**src/hw/rtl/lsc_pkg.sv**
```systemverilog
// shared types and constants for the loop stack controller
// no dependencies; imported by the stack, the output stage and the top level
`default_nettype none

package lsc_pkg;

  localparam int unsigned DEPTH_DEF = 8;
  localparam int unsigned ADDR_W    = 16;
  localparam int unsigned CNT_W     = 8;
  localparam int unsigned NEST_W    = 4;
  localparam int unsigned IN_DATA_W = 24;
  localparam int unsigned OUT_DATA_W = 24;

  // request kinds carried on in_tuser
  localparam logic REQ_BEGIN = 1'b0;
  localparam logic REQ_END   = 1'b1;

  typedef struct packed {
    logic              push_ok;
    logic              jump_back;
    logic [ADDR_W-1:0] jump_target;
    logic [NEST_W-1:0] nesting_level;
  } lsc_result_t;

endpackage

`default_nettype wire

```
**src/hw/rtl/lsc_stack.sv**
```systemverilog
// loop stack: top entry in registers, lower entries in a small memory with a
// registered read of the entry under the top; depends on lsc_pkg
`default_nettype none

module lsc_stack
  import lsc_pkg::*;
#(
  parameter int unsigned MAX_DEPTH = DEPTH_DEF
) (
  input  wire logic              clk,
  input  wire logic              rst_n,
  input  wire logic              req_en,
  input  wire logic              req_type,
  input  wire logic [ADDR_W-1:0] loop_start,
  input  wire logic [CNT_W-1:0]  loop_count,
  output lsc_result_t            res
);

  localparam int unsigned LVL_W = $clog2(MAX_DEPTH + 1);
  localparam int unsigned IDX_W = (MAX_DEPTH > 1) ? $clog2(MAX_DEPTH) : 1;

  logic [LVL_W-1:0]  level_r, level_nxt;
  logic [ADDR_W-1:0] top_addr_r, top_addr_nxt;
  logic [CNT_W-1:0]  top_cnt_r, top_cnt_nxt;
  logic [ADDR_W-1:0] below_addr_r;
  logic [CNT_W-1:0]  below_cnt_r;

  logic [ADDR_W-1:0] addr_mem [MAX_DEPTH];
  logic [CNT_W-1:0]  cnt_mem  [MAX_DEPTH];

  logic              full, empty, wr_en;
  logic [IDX_W-1:0]  wr_idx, rd_idx;

  assign full  = (level_r == LVL_W'(MAX_DEPTH));
  assign empty = (level_r == '0);

  always_comb begin
    level_nxt    = level_r;
    top_addr_nxt = top_addr_r;
    top_cnt_nxt  = top_cnt_r;
    wr_en        = 1'b0;
    res          = '0;
    if (req_en) begin
      if (req_type == REQ_BEGIN) begin
        if (!full) begin
          // old top moves down into the memory
          wr_en        = !empty;
          top_addr_nxt = loop_start;
          top_cnt_nxt  = loop_count;
          level_nxt    = level_r + LVL_W'(1);
          res.push_ok  = 1'b1;
        end
      end else if (!empty) begin
        if (top_cnt_r == CNT_W'(0)) begin
          res.jump_back   = 1'b1;
          res.jump_target = top_addr_r;
        end else if (top_cnt_r == CNT_W'(1)) begin
          top_addr_nxt = below_addr_r;
          top_cnt_nxt  = below_cnt_r;
          level_nxt    = level_r - LVL_W'(1);
        end else begin
          top_cnt_nxt     = top_cnt_r - CNT_W'(1);
          res.jump_back   = 1'b1;
          res.jump_target = top_addr_r;
        end
      end
    end
    res.nesting_level = NEST_W'(level_nxt);
  end

  // entry under the new top lives at level - 2
  assign wr_idx = IDX_W'(level_r - LVL_W'(1));
  assign rd_idx = IDX_W'(level_nxt - LVL_W'(2));

  always_ff @(posedge clk) begin
    if (wr_en) begin
      addr_mem[wr_idx] <= top_addr_r;
      cnt_mem[wr_idx]  <= top_cnt_r;
    end
    // write-first forwarding when a push lands on the prefetched slot
    if (wr_en && (wr_idx == rd_idx)) begin
      below_addr_r <= top_addr_r;
      below_cnt_r  <= top_cnt_r;
    end else begin
      below_addr_r <= addr_mem[rd_idx];
      below_cnt_r  <= cnt_mem[rd_idx];
    end
  end

  always_ff @(posedge clk) begin
    if (!rst_n) begin
      level_r <= '0;
    end else begin
      level_r <= level_nxt;
    end
  end

  always_ff @(posedge clk) begin
    top_addr_r <= top_addr_nxt;
    top_cnt_r  <= top_cnt_nxt;
  end

endmodule

`default_nettype wire

```
**src/hw/rtl/lsc_out_stage.sv**
```systemverilog
// result register with ready-based flow control toward the result channel
// depends on lsc_pkg
`default_nettype none

module lsc_out_stage
  import lsc_pkg::*;
(
  input  wire logic   clk,
  input  wire logic   rst_n,
  input  wire logic   load_valid,
  output logic        load_ready,
  input  wire lsc_result_t load_res,
  output logic        res_valid,
  input  wire logic   res_ready,
  output lsc_result_t res_data
);

  logic        valid_r, valid_nxt;
  lsc_result_t data_r;

  // a new result may enter when none is held or when the held one leaves in the same cycle
  assign load_ready = !valid_r || res_ready;

  always_comb begin
    valid_nxt = valid_r;
    if (load_valid && load_ready) begin
      valid_nxt = 1'b1;
    end else if (res_ready) begin
      valid_nxt = 1'b0;
    end
  end

  always_ff @(posedge clk) begin
    if (!rst_n) begin
      valid_r <= 1'b0;
    end else begin
      valid_r <= valid_nxt;
    end
  end

  always_ff @(posedge clk) begin
    if (load_valid && load_ready) begin
      data_r <= load_res;
    end
  end

  assign res_valid = valid_r;
  assign res_data  = data_r;

endmodule

`default_nettype wire

```
**src/hw/rtl/loop_stack_controller_unit.sv**
```systemverilog
// top level of the loop stack controller: stack plus result register
// depends on lsc_pkg, lsc_stack and lsc_out_stage
//
// channel   | direction | contents
// in_       | slave     | tuser: req_type; tdata: loop_start, loop_count
// out_      | master    | tdata: push_ok, jump_back, jump_target, nesting_level
//
// one request is taken per cycle unless stalled; its result is in the output
// register in the cycle after acceptance, set by the single stack update path
// in_tready drops only while a result is held and out_tready is low
// rst_n empties the stack and clears the output valid; stack entries need
// no clearing since only entries below the level are ever read
`default_nettype none

module loop_stack_controller_unit
  import lsc_pkg::*;
#(
  parameter int unsigned MAX_DEPTH = DEPTH_DEF
) (
  input  wire logic                  clk,
  input  wire logic                  rst_n,
  input  wire logic                  in_tvalid,
  output logic                       in_tready,
  input  wire logic [IN_DATA_W-1:0]  in_tdata,   // loop_start[15:0], loop_count[23:16]
  input  wire logic                  in_tuser,   // req_type
  output logic                       out_tvalid,
  input  wire logic                  out_tready,
  output logic [OUT_DATA_W-1:0]      out_tdata   // push_ok[0], jump_back[1],
                                                 // jump_target[17:2],
                                                 // nesting_level[21:18], zero[23:22]
);

  logic        req_en;
  lsc_result_t step_res;
  lsc_result_t held_res;

  assign req_en = in_tvalid && in_tready;

  lsc_stack #(
    .MAX_DEPTH (MAX_DEPTH)
  ) u_stack (
    .clk        (clk),
    .rst_n      (rst_n),
    .req_en     (req_en),
    .req_type   (in_tuser),
    .loop_start (in_tdata[ADDR_W-1:0]),
    .loop_count (in_tdata[ADDR_W+CNT_W-1:ADDR_W]),
    .res        (step_res)
  );

  lsc_out_stage u_out (
    .clk        (clk),
    .rst_n      (rst_n),
    .load_valid (in_tvalid),
    .load_ready (in_tready),
    .load_res   (step_res),
    .res_valid  (out_tvalid),
    .res_ready  (out_tready),
    .res_data   (held_res)
  );

  assign out_tdata = {2'b00, held_res.nesting_level, held_res.jump_target,
                      held_res.jump_back, held_res.push_ok};

endmodule

`default_nettype wire

```
**config.mk**
```make
export PLATFORM = sky130hd
export DESIGN_NAME = loop_stack_controller_unit
export DESIGN_NICKNAME = d
export VERILOG_FILES = /design/src/hw/rtl/lsc_pkg.sv /design/src/hw/rtl/lsc_stack.sv /design/src/hw/rtl/lsc_out_stage.sv /design/src/hw/rtl/loop_stack_controller_unit.sv
export SDC_FILE = /design/constraint.sdc
export NUM_CORES = 1
export LEC_CHECK = 0
export BUFFER_PORTS_ARGS = -buffer_cell sky130_fd_sc_hd__buf_2
export CAP_MARGIN = 40
export CORE_MARGIN = 2
export CORE_UTILIZATION = 40
export DETAILED_ROUTE_END_ITERATION = 12
export GPL_TIMING_DRIVEN = 0
export PLACE_DENSITY_LB_ADDON = 0.25
export SLEW_MARGIN = 40
export SYNTH_ARGS = -nofsm -noshare
export SYNTH_HDL_FRONTEND = slang
export SYNTH_SLANG_ARGS = --single-unit
```
**constraint.sdc**
```tcl
create_clock -name clk -period 9.3 [get_ports clk]
set_input_delay 0.93 -clock clk [delete_from_list [all_inputs] [get_ports clk]]
set_output_delay 0.93 -clock clk [all_outputs]
set_load 0.02 [all_outputs]
```
# Yosys cells after proc, flatten, opt, wreduce, memory -nomap -nowiden
# Memories as Yosys holds them, arrays and structs flattened. A register that Yosys moved wholly into a read port is not among the register bits.
# Cells that the tools add are included.
dict set report word_totals {
  output_inout_bits 26
  elab_cells 57
  regBits 51
  ram_bits 192
  mem_count 2
  input_bits 29
}
# name words width read_ports rd_clocked_by_memory_dff write_ports line
set mem_list {}
lappend mem_list {u_stack.addr_mem 8 16 1 1 1 lsc_stack.sv:28} ;# logic [ADDR_W-1:0] addr_mem [MAX_DEPTH];
lappend mem_list {u_stack.cnt_mem 8 8 1 1 1 lsc_stack.sv:29} ;# logic [CNT_W-1:0] cnt_mem [MAX_DEPTH];
dict set report op_classes {
  mux 26
  addsub 4
  n_bitwise 1
  n_reduce_logical 10
  eq_ne 6
}
# cell count
set op_table {}
lappend op_table {{$mux 16} 5}
lappend op_table {{$mux 8} 5}
lappend op_table {{$mux 17} 2}
lappend op_table {{$mux 4} 6}
lappend op_table {{$eq 8x1->1 const B} 1}
lappend op_table {{$logic_not 8->1} 1}
lappend op_table {{$mux 1} 8}
lappend op_table {{$sub 8x1->8 const B} 1}
lappend op_table {{$ne 2x2->1 const B} 3}
lappend op_table {{$reduce_and 5->1} 1}
lappend op_table {{$add 4x1->4 const B} 1}
lappend op_table {{$eq 4x4->1 const B} 1}
lappend op_table {{$logic_not 4->1} 1}
lappend op_table {{$reduce_and 4->1} 1}
lappend op_table {{$sub 4x1->4 const B} 1}
lappend op_table {{$sub 3x2->3 const B} 1}
lappend op_table {{$logic_not 1->1} 2}
lappend op_table {{$ne 2x1->1 const B} 1}
lappend op_table {{$reduce_bool 2->1} 1}
lappend op_table {{$reduce_or 2->1} 1}
lappend op_table {{$logic_and 1x1->1} 1}
lappend op_table {{$logic_or 1x1->1} 1}
lappend op_table {{$not 1->1} 1}

# Depth between registers and ports, before layout
dict set report logic_depth {
  ltp_word 7
  depth_mapped 8
  depth_no_buf 7
}

# Hierarchy
# From an unflattened synthesis, not the netlist that was laid out.
dict set report unflattened {
  hier_cells 518
  hier_area_um2 9859.5
}
# module area_each_um2 cells_each n_inst seq_area_each_um2
set by_module_without_submodules {}
lappend by_module_without_submodules {lsc_stack 9116.2 487 1 6626.4}
lappend by_module_without_submodules {lsc_out_stage 718.2 27 1 680.7}
lappend by_module_without_submodules {loop_stack_controller_unit 25.0 4 1 0.0}

# Worst setup path after synthesis
# No wires, ideal clock.
dict set report synth_timing {
  path_type {in2reg}
  from {input out_tready}
  to {memory u_stack.addr_mem[3][0], enable pin}
  t_arrival_ns 3.778
  cell_stages 4
  required_ns 8.834
  setup_slack_ns 5.056
  path_cell_list {nor2b_1 -> inv_1 -> nand2_1 -> nor4_1}
}
dict set report synth_between {
  elab_chain_cells 5
}
# element line
set synth_lines {}
lappend synth_lines {{start: declaration} loop_stack_controller_unit.sv:27} ;# input wire logic out_tready,
lappend synth_lines {{$logic_or 1x1->1} lsc_out_stage.sv:22} ;# assign load_ready = !valid_r || res_ready;
lappend synth_lines {{named net in_tready} loop_stack_controller_unit.sv:23} ;# output logic in_tready,
lappend synth_lines {{$logic_and 1x1->1} loop_stack_controller_unit.sv:37} ;# assign req_en = in_tvalid && in_tready;
lappend synth_lines {{$mux 1} lsc_stack.sv:43} ;# if (req_en) begin
lappend synth_lines {{$mux 1} lsc_stack.sv:76} ;# if (wr_en) begin
lappend synth_lines {{$mux 1 (implied by the code)} lsc_stack.sv:77} ;# addr_mem[wr_idx] <= top_addr_r;
lappend synth_lines {{end: declaration} lsc_stack.sv:28}
# The timed path passes the listed nets, and every way through them passes these cells.

# Worst setup path in the final report
dict set report layout_timing {
  from {register u_stack.level_r[0]}
  to {memory u_stack.addr_mem[1][7], enable pin}
}
dict set report layout_between {
  elab_chain_cells 7
  word_cells_on_any_way 9
  classes_between {add/sub: 1; eq/ne: 1; mux: 5; reduce/logical: 2}
}
# element line
set layout_lines {}
lappend layout_lines {{start: declaration} lsc_stack.sv:22} ;# logic [LVL_W-1:0] level_r, level_nxt;
lappend layout_lines {{start signal: assignment} lsc_stack.sv:94} ;# level_r <= level_nxt;
lappend layout_lines {{$logic_not 4->1} lsc_stack.sv:35} ;# assign empty = (level_r == '0);
lappend layout_lines {{$logic_not 1->1} lsc_stack.sv:47} ;# wr_en = !empty;
lappend layout_lines {{$mux 1} lsc_stack.sv:45} ;# if (!full) begin
lappend layout_lines {{$mux 1} lsc_stack.sv:44} ;# if (req_type == REQ_BEGIN) begin
lappend layout_lines {{$mux 1} lsc_stack.sv:43}
lappend layout_lines {{$mux 1} lsc_stack.sv:76}
lappend layout_lines {{$mux 1 (implied by the code)} lsc_stack.sv:77}
# Several ways; a longest one is shown, not always the timed one.

==> impl_metrics.env <==
export IMPL_outcome="finished clean"
export IMPL_synth_top_area_frac=0.732
export IMPL_ys_warn_count=0
export IMPL_reg2reg_slack_ns=6.20
export IMPL_finalHoldViolations=0
export IMPL_synth_edf_count=238
export IMPL_finalSetupViolCount=0
export IMPL_drcViolationCount=0
export IMPL_floorplan_die_area_um2=25700
export IMPL_max_cap_violations=0
export IMPL_first_pass_iters=5
export IMPL_clock_path_buffers=3
export IMPL_via_count=5077
export IMPL_core_um2=24100
export IMPL_synth_area_um2=9760
export IMPL_synth_top_cell_by_area="edfxtp_1"
export IMPL_die_width_um=160
export IMPL_n_fill_cell=2070
export IMPL_drt_vias_per_instance=5.22
export IMPL_antenna_left=0
export IMPL_grt_pass1_vias=5443
export IMPL_r2r_start="u_stack.level_r[0]"
export IMPL_syn2layout_area_growth_pct=18.5
export IMPL_rsz0062_at_grt="no"
export IMPL_io_buffers=52
export IMPL_path_clk_slew_ns=0.06
export IMPL_hold_path_class="in -> reg"
export IMPL_pin_count=55
export IMPL_synth_seq_cells=246
export IMPL_dp_hpwl_mm=14.1
export IMPL_async_flop_share=0
export IMPL_worstPathRequired_ns=9.52
export IMPL_diodes=0
export IMPL_fin_crit_sh=0.333
export IMPL_grt_util_all_layers=0.167
export IMPL_cts_sinks=246
export IMPL_grt_pass1_wl_mm=32.2
export IMPL_slew_viol_final=0
export IMPL_start_kind="flip-flop"
export IMPL_yosysUniqueCellTypes=47
export IMPL_crit_end="u_stack.addr_mem[1][7]"
export IMPL_synth_seq_area_share=0.749
export IMPL_drt_wirelength_per_cell_um=21.6
export IMPL_drt_iter0_drc=451
export IMPL_ys_top_cells_by_count="edfxtp_1, mux4_2, nor2_1"
export IMPL_initial_core_util=0.405
export IMPL_cts_max_level=1
export IMPL_synthCells=511
export IMPL_ctsResizeCount=0
export IMPL_crit_start="u_stack.level_r[0]"
export IMPL_p_leak_nw=4.02
export IMPL_critPathKind="reg -> reg"
export IMPL_nNetsFinal=662
export IMPL_fin_tns_setup_ns=0
export IMPL_row_count=57
export IMPL_cts_buffers_inserted=26
export IMPL_route_met3_wl_um=946
export IMPL_fmax_mhz=323
export IMPL_worstPathArrival_ns=3.32
export IMPL_synth_area_leaders="edfxtp_1, mux4_2, dfxtp_1, mux2i_1, a21oi_1"
export IMPL_place_congestion=0.766
export IMPL_pwr_density_cell_nw_per_um2=211
export IMPL_overflow=0
export IMPL_fin_skew_ns=0.00733
export IMPL_synth_ff_type="edfxtp_1"
export IMPL_wl_mm=21.0
export IMPL_grt_max_degree=23
export IMPL_r2r_cells=7
export IMPL_min_period_ns=3.10
export IMPL_layout_drive_gt1_share=0.329
export IMPL_yosysMostFrequentCell="edfxtp_1"
export IMPL_hold_buffers=0
export IMPL_peakVddDrop_mv=0.126
export IMPL_syn_area_per_cell_um2=19.1
export IMPL_endpoint_kind="flip-flop"
export IMPL_crit_fanout=10
export IMPL_met2WireLength_mm=10.8
export IMPL_detail_route_wirelength_met1_mm=8.81
export IMPL_fp_dieH_um=160
export IMPL_power_w=0.00244
export IMPL_cts_tree="yes"
export IMPL_postCtsSetupBuffers=0
export IMPL_root_buffer="clkbuf_16"
export IMPL_highest_layer="met4"
export IMPL_tightest_slew_ns=0.783
export IMPL_relSlewSlack=0.478
export IMPL_reg2reg_to="u_stack.addr_mem[1][7]"
export IMPL_antenna_found_initial=0
export IMPL_insertion_delay_ns=0.52
-- through the flow --
stage          instances  instance area (µm²)  hold slack [ns]  worst slack (ns)  utilization
6_report             972                11600            0.626              6.20        0.480
4_1_cts              972                11600            0.609              6.16        0.480
3_3_place_gp         888                10400            0.594              2.48        0.433
5_1_grt              972                11600            0.619              6.04        0.480
2_1_floorplan        512                 9760            0.541              5.06            -
3_5_place_dp         924                10700            0.629              6.12        0.445
-- layout by cell type (no fill, tap or decap), types with 3 or more instances in the layout --
cell type / n
clkbuf_8: 4
xor2_1: 4
nor3_2: 4
clkbuf_1: 19
inv_1: 11
or2_2: 3
ha_1: 5
buf_2: 85
a21oi_1: 26
nor3_1: 3
nor2b_1: 10
nor2_1: 27
mux2i_1: 16
nand2_1: 6
edfxtp_1: 238
clkbuf_16: 27
mux2_2: 6
nor4_2: 3
buf_4: 11
clkinv_2: 6
mux4_2: 48
nand3_1: 5
xnor2_1: 3
and2_1: 17
nor2_4: 3
o21ai_0: 3
dfxtp_1: 8
a211oi_1: 8
-- power breakdown --
part | switching [W] | total (W) | internal (W)
sequential | 0.0000220 | 0.00126 | 0.00124
combinational | 0.000104 | 0.000188 | 0.0000848
clock | 0.000403 | 0.000993 | 0.000590
-- sequential cells by signal, indices dropped and copies added (netlist names), named ones only --
signal	cells
u_stack.addr_mem	128
u_stack.cnt_mem	64
u_out.res_data	22
u_stack.top_addr_r	16
u_stack.top_cnt_r	8
u_stack.level_r	4
u_out.res_valid	1
-- routing by layer --
layer	vias to the layer above	GRT usage
met5	-	0
met4	0	0.0426
met3	32	0.0260
met2	124	0.294
met1	2642	0.219
li1	2279	-
-- cell families after synthesis --
| group | share of synthesized area |
|---|---|
| buffers and inverters | 0.0169 |
| AOI/OAI and AO/OA | 0.0324 |
| and+or+nand+nor | 0.0532 |
| DFF | 0.749 |
| xor gates and xnor gates | 0.00628 |
| adders and majority gates | 0.00641 |
| muxes | 0.136 |
| other | 0.000384 |
-- worst max-delay path, stage by stage, from the launching register on --
cell and delay (ns):
dfxtp_1 0.36, clkbuf_1 0.39, inv_1 0.11, ha_1 0.46
nand3_1 0.31, nor3_2 0.60, buf_2 0.33, buf_2 0.23
-- cell type report --
class | instances | area (µm²) | share of cell area
buffer | 24 | 120 | 0.0104
timing repair buffer | 88 | 509 | 0.0440
clock buffer | 39 | 761 | 0.0658
tap | 324 | 405 | 0.0351
clock inverter | 9 | 67.6 | 0.00584
sequential | 246 | 7310 | 0.632
multi-input combinational | 230 | 2350 | 0.203
inverter | 12 | 45.0 | 0.00390
-- how the worst min path moves through the flow --
stage | start | endpoint | slack [ns] | cells after the start
finish | rst_n | u_stack.level_r[3] | 0.63 | 2
global route | rst_n | u_stack.level_r[3] | 0.62 | 2
CTS | rst_n | u_stack.level_r[3] | 0.61 | 2
detailed placement | u_stack.top_addr_r[15] | u_stack.addr_mem[5][15] | 0.63 | 0
global placement | u_stack.top_addr_r[1] | u_stack.addr_mem[0][1] | 0.59 | 0
floorplan | u_stack.top_addr_r[0] | u_stack.addr_mem[0][0] | 0.54 | 0
Power figures use the tool's default switching activity.
